--- config.mk ---
export PLATFORM = sky130hd
export DESIGN_NAME = four_level_page_table_walker
export DESIGN_NICKNAME = d
export VERILOG_FILES = /design/src/design/fltw_pkg.sv /design/src/design/fltw_step.sv /design/src/design/four_level_page_table_walker.sv
export SDC_FILE = /design/constraint.sdc
export NUM_CORES = 1
export LEC_CHECK = 0
export ABC_AREA = 1
export BUFFER_PORTS_ARGS = -buffer_cell sky130_fd_sc_hd__buf_4
export CORE_ASPECT_RATIO = 0.75
export CORE_MARGIN = 2
export CORE_UTILIZATION = 46
export DETAILED_ROUTE_END_ITERATION = 6
export PLACE_DENSITY = 0.68
export SYNTH_ARGS = -nofsm -noshare
export SYNTH_HDL_FRONTEND = slang
export SYNTH_SLANG_ARGS = --single-unit
--- constraint.sdc ---
create_clock -name clock -period 6.3 [get_ports clock]
set_clock_uncertainty 0.15 [all_clocks]
set_input_delay 0.63 -clock clock [delete_from_list [all_inputs] [get_ports clock]]
set_output_delay 0.63 -clock clock [all_outputs]
set_load 0.02 [all_outputs]
--- src/design/fltw_pkg.sv ---
// Shared types and constants of the four-level page table walker.
package fltw_pkg;

   localparam int ADDR_W  = 52;
   localparam int VADDR_W = 48;
   localparam int ENTRY_W = 64;
   localparam int CSR_INDEX_W = 2;
   localparam int REQ_DATA_W = 112;
   localparam int RSP_DATA_W = 112;

   localparam logic FUNC_TRANSLATE = 1'b0;
   localparam logic FUNC_ENTRY     = 1'b1;

   localparam logic KIND_READ = 1'b0;
   localparam logic KIND_DONE = 1'b1;

   localparam logic [1:0] STATUS_OK      = 2'd0;
   localparam logic [1:0] STATUS_REFUSED = 2'd1;
   localparam logic [1:0] STATUS_BUSY    = 2'd2;

   localparam logic [CSR_INDEX_W-1:0] CSR_ROOT_TABLE_BASE = 2'd0;
   localparam logic [CSR_INDEX_W-1:0] CSR_PAGING_ENABLED  = 2'd1;
   localparam logic [CSR_INDEX_W-1:0] CSR_FIVE_LEVEL_MODE = 2'd2;

   localparam logic [1:0] LEVEL_PML4 = 2'd0;
   localparam logic [1:0] LEVEL_PDPT = 2'd1;
   localparam logic [1:0] LEVEL_PD   = 2'd2;
   localparam logic [1:0] LEVEL_PT   = 2'd3;

   localparam logic [ADDR_W-1:0] OFF_1G = 52'h3fffffff;
   localparam logic [ADDR_W-1:0] OFF_2M = 52'h1fffff;
   localparam logic [ADDR_W-1:0] OFF_4K = 52'hfff;

   localparam int PS_BIT = 7;

   typedef struct packed {
      logic [ADDR_W-1:0] root_table_base;
      logic              paging_enabled;
      logic              five_level_mode;
   } cfg_type;

   typedef struct packed {
      logic               busy;
      logic [1:0]         level;
      logic [VADDR_W-1:0] vaddr;
   } walk_state_type;

   typedef struct packed {
      logic              kind;
      logic [ADDR_W-1:0] read_addr;
      logic [ADDR_W-1:0] phys_addr;
      logic [1:0]        status;
   } result_type;

   function automatic logic [8:0] level_index(input logic [VADDR_W-1:0] va,
                                              input logic [1:0] level);
      logic [8:0] idx;
      case (level)
         LEVEL_PML4: begin
            idx = va[47:39];
         end
         LEVEL_PDPT: begin
            idx = va[38:30];
         end
         LEVEL_PD: begin
            idx = va[29:21];
         end
         default: begin
            idx = va[20:12];
         end
      endcase
      return idx;
   endfunction

endpackage

--- src/design/fltw_step.sv ---
// Single-word walk step: decodes one accepted word into a result, if it causes one, and the next walk state.
module fltw_step
   import fltw_pkg::*;
#(
   parameter int PHYS_ADDR_BITS = 52
) (
   input  cfg_type              cfg,
   input  walk_state_type       state,
   input  logic                 func,
   input  logic [VADDR_W-1:0]   virt_addr,
   input  logic [ENTRY_W-1:0]   entry_data,
   output logic                 has_result,
   output result_type           result,
   output walk_state_type       next_state
);

   localparam logic [ADDR_W-1:0] PHYS_MASK =
      ADDR_W'((64'd1 << PHYS_ADDR_BITS) - 64'd1);

   logic [ADDR_W-1:0] root_frame;
   logic [ADDR_W-1:0] entry_bits;
   logic [ADDR_W-1:0] frame_4k;
   logic [ADDR_W-1:0] frame_2m;
   logic [ADDR_W-1:0] frame_1g;
   logic [ADDR_W-1:0] va_ext;
   logic [1:0]        next_level;
   logic [ADDR_W-1:0] walk_read_addr;
   logic              page_size;

   assign root_frame = cfg.root_table_base & PHYS_MASK & ~OFF_4K;
   assign entry_bits = entry_data[ADDR_W-1:0] & PHYS_MASK;
   assign frame_4k   = entry_bits & ~OFF_4K;
   assign frame_2m   = entry_bits & ~OFF_2M;
   assign frame_1g   = entry_bits & ~OFF_1G;
   assign va_ext     = {{(ADDR_W-VADDR_W){1'b0}}, state.vaddr};
   assign page_size  = entry_data[PS_BIT];
   assign next_level = state.level + 2'd1;
   assign walk_read_addr = (frame_4k | {40'd0, level_index(state.vaddr, next_level), 3'b000})
                           & PHYS_MASK;

   always_comb begin
      has_result = 1'b0;
      result     = '0;
      next_state = state;
      if (func == FUNC_TRANSLATE) begin
         has_result = 1'b1;
         result.kind = KIND_DONE;
         if (state.busy) begin
            result.status = STATUS_BUSY;
         end else if (virt_addr == '0 || !cfg.paging_enabled || cfg.five_level_mode) begin
            result.status = STATUS_REFUSED;
         end else begin
            next_state.busy  = 1'b1;
            next_state.level = LEVEL_PML4;
            next_state.vaddr = virt_addr;
            result.kind      = KIND_READ;
            result.read_addr = (root_frame | {40'd0, level_index(virt_addr, LEVEL_PML4), 3'b000})
                               & PHYS_MASK;
         end
      end else if (state.busy) begin
         has_result = 1'b1;
         if ((state.level == LEVEL_PT) ||
             (state.level == LEVEL_PDPT && page_size) ||
             (state.level == LEVEL_PD && page_size)) begin
            next_state.busy  = 1'b0;
            next_state.level = LEVEL_PML4;
            result.kind      = KIND_DONE;
            case (state.level)
               LEVEL_PDPT: begin
                  result.phys_addr = (frame_1g | (va_ext & OFF_1G)) & PHYS_MASK;
               end
               LEVEL_PD: begin
                  result.phys_addr = (frame_2m | (va_ext & OFF_2M)) & PHYS_MASK;
               end
               default: begin
                  result.phys_addr = (frame_4k | (va_ext & OFF_4K)) & PHYS_MASK;
               end
            endcase
         end else begin
            next_state.level = next_level;
            result.kind      = KIND_READ;
            result.read_addr = walk_read_addr;
         end
      end
   end

endmodule

--- src/design/four_level_page_table_walker.sv ---
// Top level of the four-level page table walker with its output skid stage.
//
// Words enter on the req_ channel: req_tuser is 0 for a translate request
// (virtual address in req_tdata) and 1 for a table entry read back from memory.
// Results leave on the rsp_ channel: rsp_tuser is 0 for a memory read of the
// entry address in read_addr and 1 for a finished translation with a status.
// A translate request causes one result, each entry word of a walk in progress
// causes one result, and an entry word while idle causes none.
// A result is registered into the output stage when its word is accepted.
// One word is accepted every cycle while req_tready is high; throughput is set by the two-entry output
// stage, which lets a new word in while a result waits for rsp_tready.
// When the receiver stalls long enough for both output entries to fill,
// req_tready drops until one entry drains.
// Configuration is written through csr_wr_en, csr_index and csr_wdata; the user
// must do so only while the block is idle; the block itself does not enforce this.
// A synchronous reset clears the walk state, the output stage and all
// configuration registers.
module four_level_page_table_walker
   import fltw_pkg::*;
#(
   parameter int PHYS_ADDR_BITS = 52
) (
   input  logic                   clock,
   input  logic                   reset,
   input  logic                   req_tvalid,
   output logic                   req_tready,
   input  logic [REQ_DATA_W-1:0]  req_tdata,  // virt_addr[47:0], entry_data[111:48]
   input  logic                   req_tuser,  // func
   output logic                   rsp_tvalid,
   input  logic                   rsp_tready,
   output logic [RSP_DATA_W-1:0]  rsp_tdata,  // read_addr[51:0], phys_addr[103:52],
                                              // status[105:104], zeros above
   output logic                   rsp_tuser,  // kind
   input  logic                   csr_wr_en,
   input  logic [CSR_INDEX_W-1:0] csr_index,
   input  logic [ADDR_W-1:0]      csr_wdata
);

   cfg_type        cfg_ff, cfg_in;
   walk_state_type state_ff, state_in;
   walk_state_type step_state;
   result_type     step_result;
   result_type     out_ff, out_in;
   result_type     skid_ff, skid_in;
   logic           out_valid_ff, out_valid_in;
   logic           skid_valid_ff, skid_valid_in;
   logic           step_has_result;
   logic           accept;
   logic           push;
   logic           pop;

   fltw_step #(
      .PHYS_ADDR_BITS(PHYS_ADDR_BITS)
   ) u_step (
      .cfg        (cfg_ff),
      .state      (state_ff),
      .func       (req_tuser),
      .virt_addr  (req_tdata[VADDR_W-1:0]),
      .entry_data (req_tdata[VADDR_W+ENTRY_W-1:VADDR_W]),
      .has_result (step_has_result),
      .result     (step_result),
      .next_state (step_state)
   );

   assign req_tready = !skid_valid_ff;
   assign accept     = req_tvalid && req_tready;
   assign push       = accept && step_has_result;
   assign pop        = out_valid_ff && rsp_tready;

   assign rsp_tvalid = out_valid_ff;
   assign rsp_tuser  = out_ff.kind;
   assign rsp_tdata  = {{(RSP_DATA_W-2*ADDR_W-2){1'b0}}, out_ff.status,
                        out_ff.phys_addr, out_ff.read_addr};

   always_comb begin
      cfg_in = cfg_ff;
      if (csr_wr_en) begin
         case (csr_index)
            CSR_ROOT_TABLE_BASE: begin
               cfg_in.root_table_base = csr_wdata;
            end
            CSR_PAGING_ENABLED: begin
               cfg_in.paging_enabled = csr_wdata[0];
            end
            CSR_FIVE_LEVEL_MODE: begin
               cfg_in.five_level_mode = csr_wdata[0];
            end
            default: begin
               cfg_in = cfg_ff;
            end
         endcase
      end
   end

   assign state_in = accept ? step_state : state_ff;

   always_comb begin
      out_in        = out_ff;
      out_valid_in  = out_valid_ff;
      skid_in       = skid_ff;
      skid_valid_in = skid_valid_ff;
      if (skid_valid_ff) begin
         if (pop) begin
            out_in        = skid_ff;
            skid_valid_in = 1'b0;
         end
      end else if (push) begin
         if (!out_valid_ff || pop) begin
            out_in       = step_result;
            out_valid_in = 1'b1;
         end else begin
            skid_in       = step_result;
            skid_valid_in = 1'b1;
         end
      end else if (pop) begin
         out_valid_in = 1'b0;
      end
   end

   always_ff @(posedge clock) begin
      out_ff  <= out_in;
      skid_ff <= skid_in;
      if (reset) begin
         cfg_ff        <= '0;
         state_ff      <= '0;
         out_valid_ff  <= 1'b0;
         skid_valid_ff <= 1'b0;
      end else begin
         cfg_ff        <= cfg_in;
         state_ff      <= state_in;
         out_valid_ff  <= out_valid_in;
         skid_valid_ff <= skid_valid_in;
      end
   end

   skid_needs_out: assert property (@(posedge clock) disable iff (reset)
      skid_valid_ff |-> out_valid_ff)
      else $error("skid entry held while output register is empty");

   read_keeps_walk: assert property (@(posedge clock) disable iff (reset)
      (push && step_result.kind == KIND_READ) |=> state_ff.busy)
      else $error("read request issued without an active walk");

   busy_reject_keeps_state: assert property (@(posedge clock) disable iff (reset)
      (accept && req_tuser == FUNC_TRANSLATE && state_ff.busy) |=> $stable(state_ff))
      else $error("busy rejection disturbed the walk in progress");

   idle_entry_silent: assert property (@(posedge clock) disable iff (reset)
      (accept && req_tuser == FUNC_ENTRY && !state_ff.busy) |-> !push)
      else $error("entry word while idle produced a result");

endmodule

# [After elaboration in Yosys (flattened, before gate mapping)]
# Index checks and enable logic that the tools add are counted.
[word_totals] regBits=321 input_bits=172 output_inout_bits=115 wordCells=101
[classes] addsub=1 n_eq_ne=12 muxes=35 n_bitwise=10 reduce_logical=27
[op_table] operator="two-way mux 107 bit" count=4
[op_table] operator="two-way mux 53 bit" count=3
[op_table] operator="two-way mux 52 bit" count=3
[op_table] operator="bitwise OR 52 x 12 -> 52 bit" count=3
[op_table] operator="two-way mux 105 bit" count=1
[op_table] operator="case mux 52 bit (2 select lines)" count=1
[op_table] operator="two-way mux 51 bit" count=2
[op_table] operator="bitwise OR 52 x 21 -> 52 bit" count=1
[op_table] operator="bitwise OR 52 x 30 -> 52 bit" count=1
[op_table] operator="logical NOT 48 bit" count=1
[op_table] operator="two-way mux 9 bit" count=3
[op_table] operator="case mux 9 bit (3 select lines)" count=1
[op_table] operator="two-way mux 1 bit" count=12
[op_table] operator="AND reduction 3 bit" count=3
[op_table] operator="equality test 2 bit (second input constant)" count=4
[op_table] operator="AND reduction 4 bit" count=2
[op_table] operator="equality test 2 x 1 -> 1 bit (second input constant)" count=3
[op_table] operator="two-way mux 2 bit" count=3
[op_table] operator="two-way mux 3 bit" count=2
[op_table] operator="inequality test 2 x 1 -> 1 bit (second input constant)" count=3
[op_table] operator="AND reduction 2 bit" count=3
[op_table] operator="nonzero test 2 bit" count=3
[op_table] operator="logical AND 1 bit" count=5
[op_table] operator="logical OR 1 bit" count=5
[op_table] operator="5 further kinds" count=13

# [Logic depth before layout (Yosys ltp)]
[depth] word_depth=13 mapped_depth=13 ltp_nobuf=12

# [By module]
# Synthesis repeated with hierarchy kept, for this count alone.
[unflattened] cells_unflattened=1689 area_unflattened_um2=14466.4
[modules_own_cells] mod="four_level_page_table_walker" n_inst=1 cells_per_inst=1160 area_each_um2=12055.3 seq_area_each_um2=8568.2
[modules_own_cells] mod="fltw_step" n_inst=1 cells_per_inst=529 area_each_um2=2411.1 seq_area_each_um2=0.0

# [Worst setup path before layout]
# OpenSTA, ideal clock, no wires.
[synth_path] path_type="input port to flip-flop" start="input req_tvalid" end="register skid_ff[0] (netlist bit) (enable)" setup_time_ns=0.568 arrival_time_ns=5.454 t_required_ns=5.582 setup_slack_ns=0.128 stages=4 n_path_buf=0 path_cell_list="nand2_1 -> a21oi_1 -> inv_1 -> nor2_1"
[synth_between] elab_chain_len=3
[synth_lines] element="from (decl)" line="four_level_page_table_walker.sv:25" rtl="input logic req_tvalid,"
[synth_lines] element="logical AND 1 bit" line="four_level_page_table_walker.sv:66" rtl="assign accept = req_tvalid && req_tready;"
[synth_lines] element="logical AND 1 bit" line="four_level_page_table_walker.sv:67" rtl="assign push = accept && step_has_result;"
[synth_lines] element="AND reduction 3 bit (no line)"
[synth_lines] element="to (signal assigned)" line="four_level_page_table_walker.sv:122" rtl="skid_ff <= skid_in;"
[synth_lines] element="to (decl)" line="four_level_page_table_walker.sv:44" rtl="result_type skid_ff, skid_in;"
# Every way passes these cells.
# A chain may end at the register's enable or synchronous reset.

# [Final worst setup path]
[layout_path] start="register skid_valid_ff" end="register skid_ff[86] (netlist bit) (enable)"
[layout_between] elab_chain_len=4 word_cells_on_any_way=5 classes_between="bitwise (1); reduce/logical (4)"
[layout_lines] element="from (decl)" line="four_level_page_table_walker.sv:46" rtl="logic skid_valid_ff, skid_valid_in;"
[layout_lines] element="from (signal assigned)" line="four_level_page_table_walker.sv:132" rtl="skid_valid_ff <= skid_valid_in;"
[layout_lines] element="logical NOT 1 bit" line="four_level_page_table_walker.sv:65" rtl="assign req_tready = !skid_valid_ff;"
[layout_lines] element="logical AND 1 bit" line="four_level_page_table_walker.sv:66"
[layout_lines] element="logical AND 1 bit" line="four_level_page_table_walker.sv:67"
[layout_lines] element="AND reduction 3 bit (no line) (*)"
# Mark *: on every way between the ends. The rest lies on a longest branch, timed or not.

==> summary.md <==
| Metric | Value |
|---|---|
| HP Start | `csr_wdata[14]` |
| Peak Freq | `259 MHz` |
| Period utilisation layout | `61.4%` |
| Yosys cell types | `30` |
| Hold Buf Count CTS | `0` |
| Count leader, synth | `nand2_1` |
| Hold Path Sink | `cfg_ff[16]$_SDFFE_PP0P_` |
| Area leader, netlist | `edfxtp_1` |
| Largest net degree at the start of global routing | `85` |
| #FFs+latches synth | `303` |
| Share of layout cells above drive strength 1 | `21.7%` |
| Crit-path max FO | `67` |
| Max Slew Vio Count | `0` |
| Number of diodes | `0` |
| DP Wirelength | `approximately 23 mm` |
| Pwr Total | `approximately 4.5 mW` |
| Top cells by count, synth | `nand2_1, edfxtp_1, nor2_1, dfxtp_1, a21oi_1` |
| Routed wire length | `36.1 mm` |
| Clk buf depth | `3` |
| Sequential-to-total area share from yosys stat | `approximately 62%` |
| Fin crit period | `3.87 ns` |
| Internal cell power | `3.39 mW` |
| Clock Tree Root | `clkbuf_16` |
| Status | `complete, no violations` |
| Setup CP Type | `flip-flop to flip-flop` |
| Clk_lat worst skew | `0.56 ns` |
| DR WL/cell | `~18 microns` |
| R2R Setup Slk | `2.43 ns` |
| Synthesized area per cell | `9.33 sq um` |
| Count of final hold-check violations | `0` |
| Die area | `between 20000 and 30000 sq um` |
| Worst-margin pin slew | `1.14 ns` |
| Hold_ws | `0.139 ns` |
| Clock slew at reported path FFs | `~0.060 ns` |
| Port bufs | `243` |
| Unrepaired setup endpoints after global routing | `no` |
| Setup Buffers After CTS | `0` |
| Core area | `28000 sq um` |
| HP Class | `input pin to flip-flop` |
| Reg2reg start | `skid_valid_ff$_SDFF_PP0_` |
| Clk pwr share | `39.9%` |
| R2R Path End | `skid_ff[86]$_DFFE_PP_` |
| Post-CTS sizing | `0` |
| Total GRT Usage | `23.6%` |
| Initial antenna violation count | `0` |
| H-tree depth | `1` |
| Vias in the first global route | `9682` |
| Hold path cells | `3` |
| Final setup viols | `0` |
| Via Count | `10300` |
| Critical path capture point type | `flip-flop` |
| DIE HEIGHT | `150 microns` |
| Top-area cell type share of the netlist area | `a little under half` |
| Power share of the combinational group | `between 10% and 20%` |
| Clock sink total | `303` |
| Post-Route Utilization | `57.5%` |
| Cells after Synth | `approximately 1400` |
| Layout area overhead | `23.1%` |
| First-pass GRT wire length | `54.1 mm` |
| CP Launch Type | `flip-flop` |
| Ranking of synthesized cells by area | `edfxtp_1, dfxtp_1, nand2_1, nor2_1, a21oi_1` |
| Static leakage | `6.64 nW` |
| Remaining DRCs | `0` |
| Initial Util | `46.7%` |
| Placed instance area | `15100 sq um` |
| Power per cell area | `279 nW/um^2` |
| Total Nets Final | `1781` |
| CTS tree | `yes` |
| Net Sw Power | `1.10 mW` |
| TritonCTS buffer count | `31` |
| Design area | `16100 sq um` |
| Worst Path Arrival | `3.93 ns` |
| Mapped cell area | `about 13000 sq um` |
| Site Rows | `53` |
| Sw Share | `24.5%` |
| Synthesis Warnings | `0` |
| Post-synth EDFFs | `208` |
| WP data required | `around 6.4 ns` |
| Setup TNS | `0 ns` |
| Vias per cell | `5.14` |
| R2R cell count | `6` |
| Max-Cap Viols | `0` |
| GP Congestion | `about 0.87` |
| Top-level I/O count | `287` |
| First-pass iteration count of the detailed router | `5` |
| Maximum VDD drop | `between 150 and 200 uV` |
| DRC marker count from the first detailed-route iteration | `899` |
| Sequential share of power | `49.9%` |
| DRT antenna net count | `0` |
| Rel. slew slack | `around a quarter` |
| Ys async rst share | `0%` |
| Main synth FF type | `edfxtp_1` |
| Grt ovf | `0` |
| Die width | `199 microns` |
==> registers in the layout, summed over array words and instances, names as in the netlist <==
name,count
state_ff,51
rsp_tdata,103
skid_valid_ff,1
rsp_tvalid,1
cfg_ff,42
rsp_tuser,1
skid_ff,104
==> power by group through the flow <==
stage                     clock network (mW)  registers (mW)  logic [mW]
final                                   1.79            2.24       0.461
after global routing                    1.90            2.24       0.499
after CTS                               1.81            2.24       0.463
after detailed placement                   0            2.28       0.461
after global placement                     0            2.28       0.455
after floorplan                            0            2.34       0.186
==> critical path, cell delays in order, from the launching register on <==
cell and delay (ns):
dfxtp_4 0.54, clkinv_2 0.39, nand2_1 0.20, a21oi_1 0.58
inv_1 0.20, nor2_4 0.90, buf_12 0.43
==> area by class of cell <==
type                    instances  area [sq um]
inverters                      69           260
flip-flops and latches        303          8150
clock inverters                 9          87.6
well taps                     385           482
fillers                      2425         11900
repair buffers                257          1950
multi-input cells             941          4270
clock buffers                  48           900
==> routing by layer <==
layer / vias up / wire length [microns] / track usage (%)
li1: 5019 / - / -
met4: 0 / 605 / 4.96
met5: - / 0 / 0
met2: 414 / 15500 / 35.0
met3: 40 / 2990 / 4.55
met1: 4876 / 17000 / 35.9
==> layout by cell type, fill, tap and decap left out, types with 2 or more instances in the layout <==
cell type  netlist  final
clkinv_2         0      7
nor2_4           0      3
nor3b_2          8      8
a21oi_1         74     74
inv_2            3      2
o22ai_1         31     31
nand4_1          3      3
nor3_2          31     32
nor2_1         159    157
edfxtp_1       208    208
clkbuf_16        0     31
nand2_1        485    485
nor3_1           3      2
conb_1           1      9
buf_12           0      2
nor3b_1          4      4
buf_4           12    255
dfxtp_1         95     94
nand3_1         60     60
clkinv_1         2      2
inv_1           64     64
o21ai_0         53     53
o211ai_1         9      9
clkbuf_8         0      6
clkbuf_1        49     11
ha_1             6      6
==> cells by family after synthesis <==
logic type | share of synthesized area (%)
AOI/OAI and AO/OA | 6.91
adders and majority gates | 0.574
buffers and inverters | 5.50
DFF | 62.3
other | 0.0287
and+or+nand+nor | 24.7
==> per-stage QoR <==
stage | cells | worst slack [ns]
after floorplan | 1409 | 0.128
after global placement | 1955 | 2.56
final | 2012 | 2.43
after global routing | 2012 | 2.17
after CTS | 2012 | 2.48
after detailed placement | 1955 | 2.50
==> worst max path at each step <==
stage                              from                      end  slack (ns)  cells after the start
2_1_floorplan                req_tvalid     skid_ff[0]$_DFFE_PP_        0.13                      4
3_3_place_gp   skid_valid_ff$_SDFF_PP0_  rsp_tdata[56]$_DFFE_PP_        2.56                      6
3_5_place_dp   skid_valid_ff$_SDFF_PP0_    skid_ff[86]$_DFFE_PP_        2.50                      6
4_1_cts        skid_valid_ff$_SDFF_PP0_    skid_ff[86]$_DFFE_PP_        2.48                      6
5_1_grt        skid_valid_ff$_SDFF_PP0_  rsp_tdata[68]$_DFFE_PP_        2.17                      6
6_report       skid_valid_ff$_SDFF_PP0_    skid_ff[86]$_DFFE_PP_        2.43                      6
(Power assumes the default switching activity.)
